<file path="src/design/obmm_pkg.sv">
// Shared types and constants for the offset-binary byte matrix multiply.
// No dependencies; every other file in the design imports this package.
package obmm_pkg;

    localparam int STORE_AW    = 14;
    localparam int STORE_DEPTH = 1 << STORE_AW;
    localparam int ACC_W       = 32;
    localparam int SUM_W       = 24;
    localparam int QUEUE_DEPTH = 2;
    localparam int QUEUE_AW    = $clog2(QUEUE_DEPTH);
    localparam int QUEUE_CW    = $clog2(QUEUE_DEPTH + 1);

    localparam logic signed [8:0]       BYTE_OFFSET = 9'sd127;
    localparam logic signed [ACC_W-1:0] SUM_MAX     = 32'sd8388607;
    localparam logic signed [ACC_W-1:0] SUM_MIN     = -32'sd8388608;

    // configuration register indexes
    localparam logic [1:0] CFG_ROWS  = 2'd0;
    localparam logic [1:0] CFG_INNER = 2'd1;
    localparam logic [1:0] CFG_COLS  = 2'd2;

    typedef enum logic [1:0] {
        OP_WRITE_A = 2'd0,
        OP_WRITE_B = 2'd1,
        OP_COMPUTE = 2'd2
    } op_t;

    typedef enum logic [1:0] {
        CMD_WRITE_A = 2'd0,
        CMD_WRITE_B = 2'd1,
        CMD_DOT     = 2'd2,
        CMD_REJECT  = 2'd3
    } cmd_kind_t;

    typedef struct packed {
        cmd_kind_t           kind;
        logic [STORE_AW-1:0] addr;      // write address, or first A address
        logic [7:0]          value;
        logic [STORE_AW-1:0] b_addr;    // first B address
        logic [6:0]          b_stride;  // columns in use
        logic [8:0]          count;     // inner length in use
    } cmd_t;

    typedef struct packed {
        logic                full;
        logic                empty;
        logic [QUEUE_CW-1:0] count;
    } q_status_t;

    typedef enum logic [1:0] {
        BK_IDLE  = 2'd0,
        BK_RUN   = 2'd1,
        BK_DRAIN = 2'd2,
        BK_DONE  = 2'd3
    } bk_state_t;

endpackage

</file>
<file path="src/design/obmm_queue.sv">
// Two-entry command queue between the front end and the back end.
// Holds obmm_pkg::cmd_t entries in arrival order.
module obmm_queue (
    input  logic                  aclk,
    input  logic                  aresetn,
    input  logic                  push,
    input  obmm_pkg::cmd_t        push_cmd,
    input  logic                  pop,
    output obmm_pkg::cmd_t        head_cmd,
    output obmm_pkg::q_status_t   stat
);
    import obmm_pkg::*;

    cmd_t                entry_reg [QUEUE_DEPTH];
    logic [QUEUE_AW-1:0] wr_ptr_reg, wr_ptr_next;
    logic [QUEUE_AW-1:0] rd_ptr_reg, rd_ptr_next;
    logic [QUEUE_CW-1:0] count_reg, count_next;
    logic                do_push;
    logic                do_pop;

    assign stat.full  = (count_reg == QUEUE_CW'(QUEUE_DEPTH));
    assign stat.empty = (count_reg == '0);
    assign stat.count = count_reg;
    assign head_cmd   = entry_reg[rd_ptr_reg];

    assign do_push = push && !stat.full;
    assign do_pop  = pop && !stat.empty;

    always_comb begin
        wr_ptr_next = wr_ptr_reg;
        rd_ptr_next = rd_ptr_reg;
        count_next  = count_reg;
        if (do_push) begin
            wr_ptr_next = (32'(wr_ptr_reg) == QUEUE_DEPTH - 1) ? '0 : wr_ptr_reg + 1'b1;
        end
        if (do_pop) begin
            rd_ptr_next = (32'(rd_ptr_reg) == QUEUE_DEPTH - 1) ? '0 : rd_ptr_reg + 1'b1;
        end
        case ({do_push, do_pop})
            2'b10:   count_next = count_reg + 1'b1;
            2'b01:   count_next = count_reg - 1'b1;
            default: count_next = count_reg;
        endcase
    end

    always_ff @(posedge aclk) begin
        if (!aresetn) begin
            wr_ptr_reg <= '0;
            rd_ptr_reg <= '0;
            count_reg  <= '0;
        end else begin
            wr_ptr_reg <= wr_ptr_next;
            rd_ptr_reg <= rd_ptr_next;
            count_reg  <= count_next;
        end
    end

    always_ff @(posedge aclk) begin
        if (do_push) entry_reg[wr_ptr_reg] <= push_cmd;
    end

endmodule

</file>
<file path="config.mk">
export PLATFORM = sky130hd
export DESIGN_NAME = obmm_queue
export DESIGN_NICKNAME = d
export VERILOG_FILES = /design/src/design/obmm_pkg.sv /design/src/design/obmm_queue.sv
export SDC_FILE = /design/constraint.sdc
export NUM_CORES = 1
export LEC_CHECK = 0
export ABC_AREA = 1
export ABC_CLOCK_PERIOD_IN_PS = 3200
export CELL_PAD_IN_SITES_DETAIL_PLACEMENT = 1
export CELL_PAD_IN_SITES_GLOBAL_PLACEMENT = 1
export CORE_MARGIN = 8
export CORE_UTILIZATION = 47
export CTS_CLUSTER_DIAMETER = 60
export DETAILED_ROUTE_END_ITERATION = 8
export DONT_BUFFER_PORTS = 1
export PLACE_DENSITY = 0.78
export SLEW_MARGIN = 20
export SYNTH_ARGS = -nofsm -noshare
export SYNTH_HDL_FRONTEND = slang
export SYNTH_SLANG_ARGS = --single-unit
</file>
<file path="constraint.sdc">
create_clock -name aclk -period 3.2 [get_ports aclk]
set_input_delay 0.16 -clock aclk [delete_from_list [all_inputs] [get_ports aclk]]
set_output_delay 0.16 -clock aclk [all_outputs]
set_load 0.02 [all_outputs]
</file>
==> results.sh <==
export IMPL_dp_hpwl_um=5475
export IMPL_final_hold_viol_count=0
export IMPL_vias=2060
export IMPL_synth_seq_area_share=0.7600
export IMPL_portBuffers=0
export IMPL_crit_path_end="head_cmd[38]"
export IMPL_ant_nets=0
export IMPL_yosysTopAreaCell="edfxtp_1"
export IMPL_rows=35
export IMPL_cts_sinks=113
export IMPL_num_fill_cells=775
export IMPL_firstDrtPassIters=4
export IMPL_layout_min_cycle_time_ns=2.130
export IMPL_root_buffer="clkbuf_8"
export IMPL_insertion_delay_ns=0.49
export IMPL_initial_core_util=0.4807
export IMPL_grt_overflow_total=0
export IMPL_numCtsBuffers=17
export IMPL_cts_repair_resized=0
export IMPL_post_route_drc_count=0
export IMPL_cp_start_kind="flip-flop"
export IMPL_synthMostInstantiatedCell="edfxtp_1"
export IMPL_cts_hold_buf=57
export IMPL_coreArea_um2=9153
export IMPL_worst_pin_slew_ns=0.5390
export IMPL_gp_congestion=0.6632
export IMPL_fin_util=0.6072
export IMPL_clock_fmax_ghz=0.4694
export IMPL_syn_area_per_cell_um2=21.15
export IMPL_status="finished clean"
export IMPL_hold_path_startpoint="push"
export IMPL_clock_path_buffers=2
export IMPL_r2r_end="entry_reg[1][41]$_DFFE_PP_"
export IMPL_crit_type="reg -> out"
export IMPL_netlist_area_um2=4399
export IMPL_grt_first_pass_wirelength_um=13340
export IMPL_finClkSkew_ns=0.008576
export IMPL_area_growth_pct=26.34
export IMPL_grt_total_usage=0.1413
export IMPL_drv_slew=0
export IMPL_wl_per_cell_um=21.56
export IMPL_synth_top_area_frac=0.7372
export IMPL_grt_antenna_before_repair=0
export IMPL_async_flop_share=0
export IMPL_maxCapViolCount=0
export IMPL_rsz0062_at_grt="no"
export IMPL_worstSetupEndpointType="primary output"
export IMPL_largest_reg_flops=108
export IMPL_power_leakage_nw=2.036
export IMPL_clk_pin_slew_ns=0.05
export IMPL_yosys_top_cells_count="edfxtp_1 (108), mux2_4 (50), nor2_1 (12)"
export IMPL_ir_drop_uv=461.4
export IMPL_arrival_ns=1.97
export IMPL_layout_drive_gt1_share=0.2881
export IMPL_drt_total_wl_um=8754
export IMPL_period_share=0.6657
export IMPL_drt_iter0_markers=44
export IMPL_die_x_um=112.7
export IMPL_synth_edf_count=108
export IMPL_layout_nets=342
export IMPL_synth_area_leaders="edfxtp_1 (74%), mux2_4 (17%), buf_12 (2.3%)"
export IMPL_grt_max_degree=35
export IMPL_ys_types=16
export IMPL_dieArea_um2=12710
export IMPL_synth_flop_cell="edfxtp_1"
export IMPL_final_setup_tns_ns=0
export IMPL_ys_ff_latch=113
export IMPL_hold_class="in -> reg"
export IMPL_r2r_setup_slack_ns=1.10
export IMPL_relSlewSlack=0.6401
export IMPL_syn_inst=208
export IMPL_die_height_um=112.7
export IMPL_cts_tree="yes"
export IMPL_worst_path_max_fanout=28
export IMPL_hold_depth=5
export IMPL_finalSetupViolCount=0
export IMPL_postCtsSetupBuffers=0
export IMPL_powerDensity_nw_per_um2=775.2
export IMPL_r2r_start="count_reg[0]$_SDFFE_PN0P_"
export IMPL_first_global_vias=2432
export IMPL_yosys_warnings=0
export IMPL_ios=116
export IMPL_cts_htree_levels=4
export IMPL_syn_nets=267
export IMPL_worst_ep_required_time_ns=3.04
export IMPL_num_antenna_cells=0
export IMPL_rr_worst_depth=5
export IMPL_via_per_inst=5.074
power breakdown:
group	switching, mW	internal, mW	total (mW)
clock	0.570	1.00	1.57
sequential	0.101	1.81	1.91
combinational	0.482	0.341	0.824
total	1.15	3.16	4.31
worst min-delay path by stage:
stage	end
floorplan	entry_reg[0][0]$_DFFE_PP_
global placement	entry_reg[0][11]$_DFFE_PP_
detailed placement	entry_reg[1][19]$_DFFE_PP_
CTS	count_reg[0]$_SDFFE_PN0P_
global route	count_reg[0]$_SDFFE_PN0P_
finish	count_reg[0]$_SDFFE_PN0P_
critical path: stages (launching register included):
cell and delay, ns:
dfxtp_4 0.67, buf_4 0.41, mux2_4 0.38
through the flow:
step | cell area, um2 | power, mW | worst slack [ns] | hold slack (ns) | instances
2_1_floorplan | 4402 | 2.622 | 0.4432 | 0.2589 | 208
3_3_place_gp | 4488 | 2.679 | 1.161 | 0.2590 | 318
3_5_place_dp | 4488 | 2.707 | 1.047 | 0.2590 | 318
4_1_cts | 5558 | 4.355 | 1.024 | 0.1639 | 406
5_1_grt | 5558 | 4.467 | 0.9463 | 0.2319 | 406
6_report | 5558 | 4.308 | 1.070 | 0.2192 | 406
placed cells by master, fill, tap and decap left out, drive strengths merged, types with 5 or more instances in the layout:
cell / synthesis / routed
edfxtp: 108 / 108
dlygate4sd3: 0 / 57
mux2: 54 / 54
clkbuf: 0 / 21
nor2: 13 / 13
inv: 9 / 9
nand2: 8 / 8
clkinv: 0 / 8
dfxtp: 5 / 5
buf: 6 / 5
cell type report:
type	instances	area [um2]	area share
flip-flops and latches	113	3347	0.6022
multi-input cells	80	918.4	0.1652
repair buffers	62	620.6	0.1117
clock buffers	21	429.2	0.07722
well taps	111	138.9	0.02499
clock inverters	10	70.07	0.01261
inverters	9	33.78	0.006078
routing by layer:
layer	wire length, um	track usage	part of all wire	vias to the layer above
li1	-	-	-	944
met2	5067	0.2702	0.58	63
met1	3010	0.1266	0.34	1044
met3	568	0.05591	0.065	9
met4	107	0.06475	0.012	0
met5	0	0	0	-
cells by family (layout without fill, tap and decap cells):
| logic type | Yosys count | in the layout | synth area share |
|---|---|---|---|
| mux | 54 | 54 | 0.1809 |
| buf+inv | 15 | 102 | 0.03299 |
| simple gates | 23 | 23 | 0.02105 |
| flops | 113 | 113 | 0.7600 |
| fa+ha+maj | 1 | 1 | 0.002844 |
| compound gates | 2 | 2 | 0.002273 |
Note: power is estimated with default switching activity, not from simulation.
