**config.mk**
```make
export PLATFORM = sky130hd
export DESIGN_NAME = obmm_front
export DESIGN_NICKNAME = d
export VERILOG_FILES = /design/src/design/obmm_pkg.sv /design/src/design/obmm_front.sv
export SDC_FILE = /design/constraint.sdc
export NUM_CORES = 1
export LEC_CHECK = 0
export BUFFER_PORTS_ARGS = -buffer_cell sky130_fd_sc_hd__buf_2
export CAP_MARGIN = 5
export CORE_MARGIN = 2
export CORE_UTILIZATION = 38
export CTS_CLUSTER_DIAMETER = 40
export CTS_CLUSTER_SIZE = 40
export DETAILED_ROUTE_END_ITERATION = 16
export SLEW_MARGIN = 20
export SYNTH_ARGS = -nofsm -noshare
export SYNTH_HDL_FRONTEND = slang
export SYNTH_SLANG_ARGS = --single-unit
```
**constraint.sdc**
```tcl
create_clock -name aclk -period 6.4 [get_ports aclk]
set_clock_uncertainty 0.2 [all_clocks]
set_input_delay 0.32 -clock aclk [delete_from_list [all_inputs] [get_ports aclk]]
set_output_delay 0.32 -clock aclk [all_outputs]
set_load 0.01 [all_outputs]
```
**src/design/obmm_pkg.sv**
```systemverilog
// Shared types and constants for the offset-binary byte matrix multiply.
// No dependencies; every other file in the design imports this package.
package obmm_pkg;

    localparam int STORE_AW    = 14;
    localparam int STORE_DEPTH = 1 << STORE_AW;
    localparam int ACC_W       = 32;
    localparam int SUM_W       = 24;
    localparam int QUEUE_DEPTH = 2;
    localparam int QUEUE_AW    = $clog2(QUEUE_DEPTH);
    localparam int QUEUE_CW    = $clog2(QUEUE_DEPTH + 1);

    localparam logic signed [8:0]       BYTE_OFFSET = 9'sd127;
    localparam logic signed [ACC_W-1:0] SUM_MAX     = 32'sd8388607;
    localparam logic signed [ACC_W-1:0] SUM_MIN     = -32'sd8388608;

    // configuration register indexes
    localparam logic [1:0] CFG_ROWS  = 2'd0;
    localparam logic [1:0] CFG_INNER = 2'd1;
    localparam logic [1:0] CFG_COLS  = 2'd2;

    typedef enum logic [1:0] {
        OP_WRITE_A = 2'd0,
        OP_WRITE_B = 2'd1,
        OP_COMPUTE = 2'd2
    } op_t;

    typedef enum logic [1:0] {
        CMD_WRITE_A = 2'd0,
        CMD_WRITE_B = 2'd1,
        CMD_DOT     = 2'd2,
        CMD_REJECT  = 2'd3
    } cmd_kind_t;

    typedef struct packed {
        cmd_kind_t           kind;
        logic [STORE_AW-1:0] addr;      // write address, or first A address
        logic [7:0]          value;
        logic [STORE_AW-1:0] b_addr;    // first B address
        logic [6:0]          b_stride;  // columns in use
        logic [8:0]          count;     // inner length in use
    } cmd_t;

    typedef struct packed {
        logic                full;
        logic                empty;
        logic [QUEUE_CW-1:0] count;
    } q_status_t;

    typedef enum logic [1:0] {
        BK_IDLE  = 2'd0,
        BK_RUN   = 2'd1,
        BK_DRAIN = 2'd2,
        BK_DONE  = 2'd3
    } bk_state_t;

endpackage

```
**src/design/obmm_front.sv**
```systemverilog
// Front end: configuration registers, range checks and address setup.
// Turns each accepted request into a command for the queue. Uses obmm_pkg.
module obmm_front #(
    parameter int MAX_ROWS  = 64,
    parameter int MAX_INNER = 256,
    parameter int MAX_COLS  = 64
) (
    input  logic          aclk,
    input  logic          aresetn,
    input  logic          cfg_valid,
    output logic          cfg_ready,
    input  logic [1:0]    cfg_index,
    input  logic [8:0]    cfg_data,
    input  logic          s_tvalid,
    output logic          s_tready,
    input  logic [39:0]   s_tdata,
    input  logic [1:0]    s_tuser,
    input  logic          q_full,
    output logic          q_push,
    output obmm_pkg::cmd_t q_cmd
);
    import obmm_pkg::*;

    logic [6:0]  rows_reg, rows_next;
    logic [8:0]  inner_reg, inner_next;
    logic [6:0]  cols_reg, cols_next;

    logic [13:0] elem_index;
    logic [7:0]  elem_value;
    logic [5:0]  out_row;
    logic [5:0]  out_col;

    logic [6:0]  m_use;
    logic [8:0]  k_use;
    logic [6:0]  n_use;
    logic [15:0] limit_a;
    logic [15:0] limit_b;
    logic [14:0] a_base;
    logic        rc_ok;

    assign elem_index = s_tdata[13:0];
    assign elem_value = s_tdata[21:14];
    assign out_row    = s_tdata[27:22];
    assign out_col    = s_tdata[33:28];

    assign cfg_ready = 1'b1;

    always_comb begin
        rows_next  = rows_reg;
        inner_next = inner_reg;
        cols_next  = cols_reg;
        if (cfg_valid) begin
            case (cfg_index)
                CFG_ROWS:  rows_next  = cfg_data[6:0];
                CFG_INNER: inner_next = cfg_data;
                CFG_COLS:  cols_next  = cfg_data[6:0];
                default:   ;
            endcase
        end
    end

    always_ff @(posedge aclk) begin
        if (!aresetn) begin
            rows_reg  <= 7'd64;
            inner_reg <= 9'd256;
            cols_reg  <= 7'd64;
        end else begin
            rows_reg  <= rows_next;
            inner_reg <= inner_next;
            cols_reg  <= cols_next;
        end
    end

    // sizes above the build limits act as the limit
    assign m_use = (32'(rows_reg)  > MAX_ROWS)  ? 7'(MAX_ROWS)  : rows_reg;
    assign k_use = (32'(inner_reg) > MAX_INNER) ? 9'(MAX_INNER) : inner_reg;
    assign n_use = (32'(cols_reg)  > MAX_COLS)  ? 7'(MAX_COLS)  : cols_reg;

    assign limit_a = 16'(m_use) * 16'(k_use);
    assign limit_b = 16'(k_use) * 16'(n_use);
    assign a_base  = 15'(out_row) * 15'(k_use);
    assign rc_ok   = ({1'b0, out_row} < m_use) && ({1'b0, out_col} < n_use);

    assign s_tready = !q_full;
    assign q_push   = s_tvalid && !q_full;

    always_comb begin
        q_cmd.kind     = CMD_REJECT;
        q_cmd.addr     = elem_index;
        q_cmd.value    = elem_value;
        q_cmd.b_addr   = STORE_AW'(out_col);
        q_cmd.b_stride = n_use;
        q_cmd.count    = k_use;
        case (s_tuser)
            OP_WRITE_A: begin
                if ({2'b00, elem_index} < limit_a) q_cmd.kind = CMD_WRITE_A;
            end
            OP_WRITE_B: begin
                if ({2'b00, elem_index} < limit_b) q_cmd.kind = CMD_WRITE_B;
            end
            OP_COMPUTE: begin
                q_cmd.addr = a_base[STORE_AW-1:0];
                if (rc_ok) q_cmd.kind = CMD_DOT;
            end
            default: q_cmd.kind = CMD_REJECT;
        endcase
    end

endmodule

```
==> impl_metrics.py <==
metrics = {
    "worst_setup_path": {
        "path_class": "reg2out",
        "crit_buf_inv": 6,
        "cp-end-kind": "output pin",
        "path_max_fanout": 8,
        "reg2reg_setup_slack_ns": 5.37,
        "timing.critical_path.slowest_stage_cell": "fa_1",
        "startpoint": "inner_reg[8]",
        "slowest_delay_ns": 0.51,
        "reg2reg_to": "inner_reg[8]",
        "crit_path_frequent_cell": "fa_1",
        "cp_top_family": "adder cells",
        "arrival_ns": 5.84,
        "start_kind": "register",
        "r2r-start": "inner_reg[8]",
        "required_ns": 5.88,
        "rr_worst_depth": 3,
    },
    "sta": {
        "slew_viol_final": 0,
        "finalCriticalPeriod_ns": 6.36,
        "fin_ws_ns": 0.0389,
        "finalSetupTns_ns": 0,
        "finalHoldViolCount": 0,
        "rsz0062_at_grt": "yes",
        "fmax_mhz": 157,
        "min_period_over_period_pct": 99.4,
        "tightest_slew_ns": 0.984,
        "fin_hold_ws_ns": 0.0878,
        "slew_headroom_pct": 34.2,
        "final-setup-viol-count": 0,
    },
    "hold_path": {
        "hold_end": "inner_reg[8]",
        "min_path_type": "in2reg",
        "min_path_cells": 3,
        "hp-start": "cfg_data[8]",
    },
    "synth": {
        "synth-seq-cells": 23,
        "postSynthAreaPerCell_sq_um": 8.08,
        "yosysSeqAreaShare_pct": 6.01,
        "synthArstFlopShare_pct": 0,
        "synth.distinct_cells": 61,
        "netlist_top_cells_area": "fa_1 (25%), ha_1 (21%), inv_1 (6.7%)",
        "synth_largest_area_cell": "fa_1",
        "synth_warnings": 0,
        "syn_area_sq_mm": 0.00766,
        "ys.flop_type": "dfxtp_1",
        "synth_edf_count": 0,
        "syn_inst": 948,
        "synth.top_cell.area_share_pct": 25.1,
    },
    "power_and_ir_drop": {
        "p_sw_mw": 0.142,
        "seqPwrFrac_pct": 34.9,
        "power_frac_comb_pct": 35.0,
        "pwr-share-clk_pct": 30.1,
        "irDropWorstVdd_mv": 0.0854,
        "p_leak_nw": 4.75,
        "switching_share_pct": 32.2,
        "power_density_mw_per_mm2": 48.5,
        "p_total_mw": 0.440,
        "p_int_mw": 0.298,
    },
    "global_route": {
        "grt_pass1_vias": 6504,
        "track_usage_pct": 18.7,
        "grt_pass1_wl_um": 32500,
        "overflow": 0,
        "grt_max_degree": 26,
        "antenna_found_initial": 0,
    },
    "place": {
        "portBuffers": 83,
        "post-place-ws_ns": -0.111,
        "dp_hpwl_um": 17200,
        "place_area_sq_mm": 0.00853,
        "gp_congestion": 0.845,
        "dp_cells": 1296,
    },
    "floorplan": {
        "start_util_pct": 39.0,
        "die_w_um": 146,
        "row_count": 51,
        "die_h_um": 146,
        "core_sq_mm": 0.0197,
        "dieArea_sq_mm": 0.0213,
        "ioPinCount": 115,
    },
    "route": {
        "vias": 6606,
        "wire_per_inst_um": 15.5,
        "ant_nets": 0,
        "drt_iter0_drc": 260,
        "route.detailed.drc": 0,
        "drt_wl_total_um": 20300,
        "avgViaCountPerCell": 5.04,
        "drt-pass1-iter-count": 4,
    },
    "outcome": {
        "status": "completed",
    },
    "final_layout": {
        "final_common_cell": "inv_1",
        "num-fill-cells": 1986,
        "seq_area_sq_um": 469,
        "multiInputGateArea_sq_mm": 0.00674,
        "fin_nets": 1326,
        "fin_cells": 1310,
        "area_growth_pct": 18.2,
        "most-common-layout-cells": "inv_1 (125), ha_1 (119), nand2_1 (111)",
        "largest_register_ffs": 9,
        "drive_gt1_share_pct": 22.6,
        "n_antenna_cell": 0,
        "final_area_sq_mm": 0.00906,
        "utilization_pct": 46.1,
    },
    "clocking": {
        "cts.sink_count": 23,
        "cts_buffers": 3,
        "cts_buffer_depth": 2,
        "clock_latency_ns": 0.25,
        "cts_tree": "built",
        "h-tree-depth": 1,
        "path_clk_slew_ns": 0.06,
        "clk_root_buffer_cell": "clkbuf_16",
    },
    "flow_run": {
        "cap_violations": 0,
    },
}
-- area by class of cell --
type / count / area share (%)
clock buffers: 3 / 0.829
clock inverters: 1 / 0.0552
inverters: 139 / 5.79
multi-input cells: 732 / 74.4
flip-flops and latches: 23 / 5.18
well taps: 265 / 3.66
repair buffers: 147 / 10.1
-- metal layers --
layer  global-route usage (%)  part of all wire, %  vias up
met3                     1.31                  5.0       17
li1                         -                    -     3204
met4                     2.04                 0.81        0
met5                        0                    0        -
met2                     33.0                   50      141
met1                     25.9                   44     3244
-- worst min-delay path, stage by stage --
cell and delay, ns:
buf_2 0.08, mux2i_1 0.06, nand2_1 0.06
-- power by group through the flow --
| stage | logic (mW) | clock network [mW] | registers, mW |
|---|---|---|---|
| global placement | 0.142 | 0 | 0.155 |
| global route | 0.171 | 0.143 | 0.154 |
| CTS | 0.150 | 0.135 | 0.153 |
| finish | 0.154 | 0.132 | 0.153 |
| detailed placement | 0.145 | 0 | 0.155 |
| floorplan | 0.0992 | 0 | 0.153 |
-- worst max path at each step --
stage                           end  slack, ns  cells past startpoint
after floorplan           q_cmd[53]       0.02                     27
after global placement    q_cmd[52]      -0.04                     23
after detailed placement  q_cmd[52]      -0.11                     23
after CTS                 q_cmd[53]     0.0007                     25
after global routing      q_cmd[53]      -0.18                     26
final                     q_cmd[53]       0.04                     26
-- repair_timing --
action,4_1_cts,5_1_grt
gates resized for setup,58,47
buffers inserted,7,4
hold buffers,0,0
pin swaps,12,40
setup endpoints to repair,2,2
-- kinds of logic (layout without fill, tap and decap cells) --
logic type / Yosys count / count (layout) / share of synthesized area (%)
muxes: 26 / 26 / 3.44
DFF: 23 / 23 / 6.01
xor gates and xnor gates: 29 / 29 / 3.31
buffers and inverters: 200 / 290 / 10.9
adders and majority gates: 222 / 222 / 45.6
and+or+nand+nor: 328 / 328 / 20.3
AOI/OAI and AO/OA: 118 / 118 / 10.3
other: 2 / 9 / 0.0980
-- synthesized netlist by cell type, types with 2 or more instances --
library cell	count
and2_1	34
nor2_1	89
a21oi_1	24
nand4_1	5
a21boi_0	2
o211ai_1	3
nor3_1	7
xnor2_1	10
fa_1	96
mux2i_1	25
clkbuf_1	31
inv_1	136
nor2b_1	32
o21ai_0	23
and3_1	4
ha_1	126
o21ai_1	11
nand3_1	11
nand4b_1	2
a22oi_1	2
nand2_1	112
a211oi_1	5
buf_1	6
o21bai_1	8
a21o_1	10
dfxtp_1	23
a31oi_1	6
nand3b_1	2
buf_4	23
nor3b_1	2
o31a_1	2
conb_1	2
o21a_1	8
xor2_1	19
inv_2	2
nand2b_1	20
Note: power is estimated with default switching activity, not from simulation.
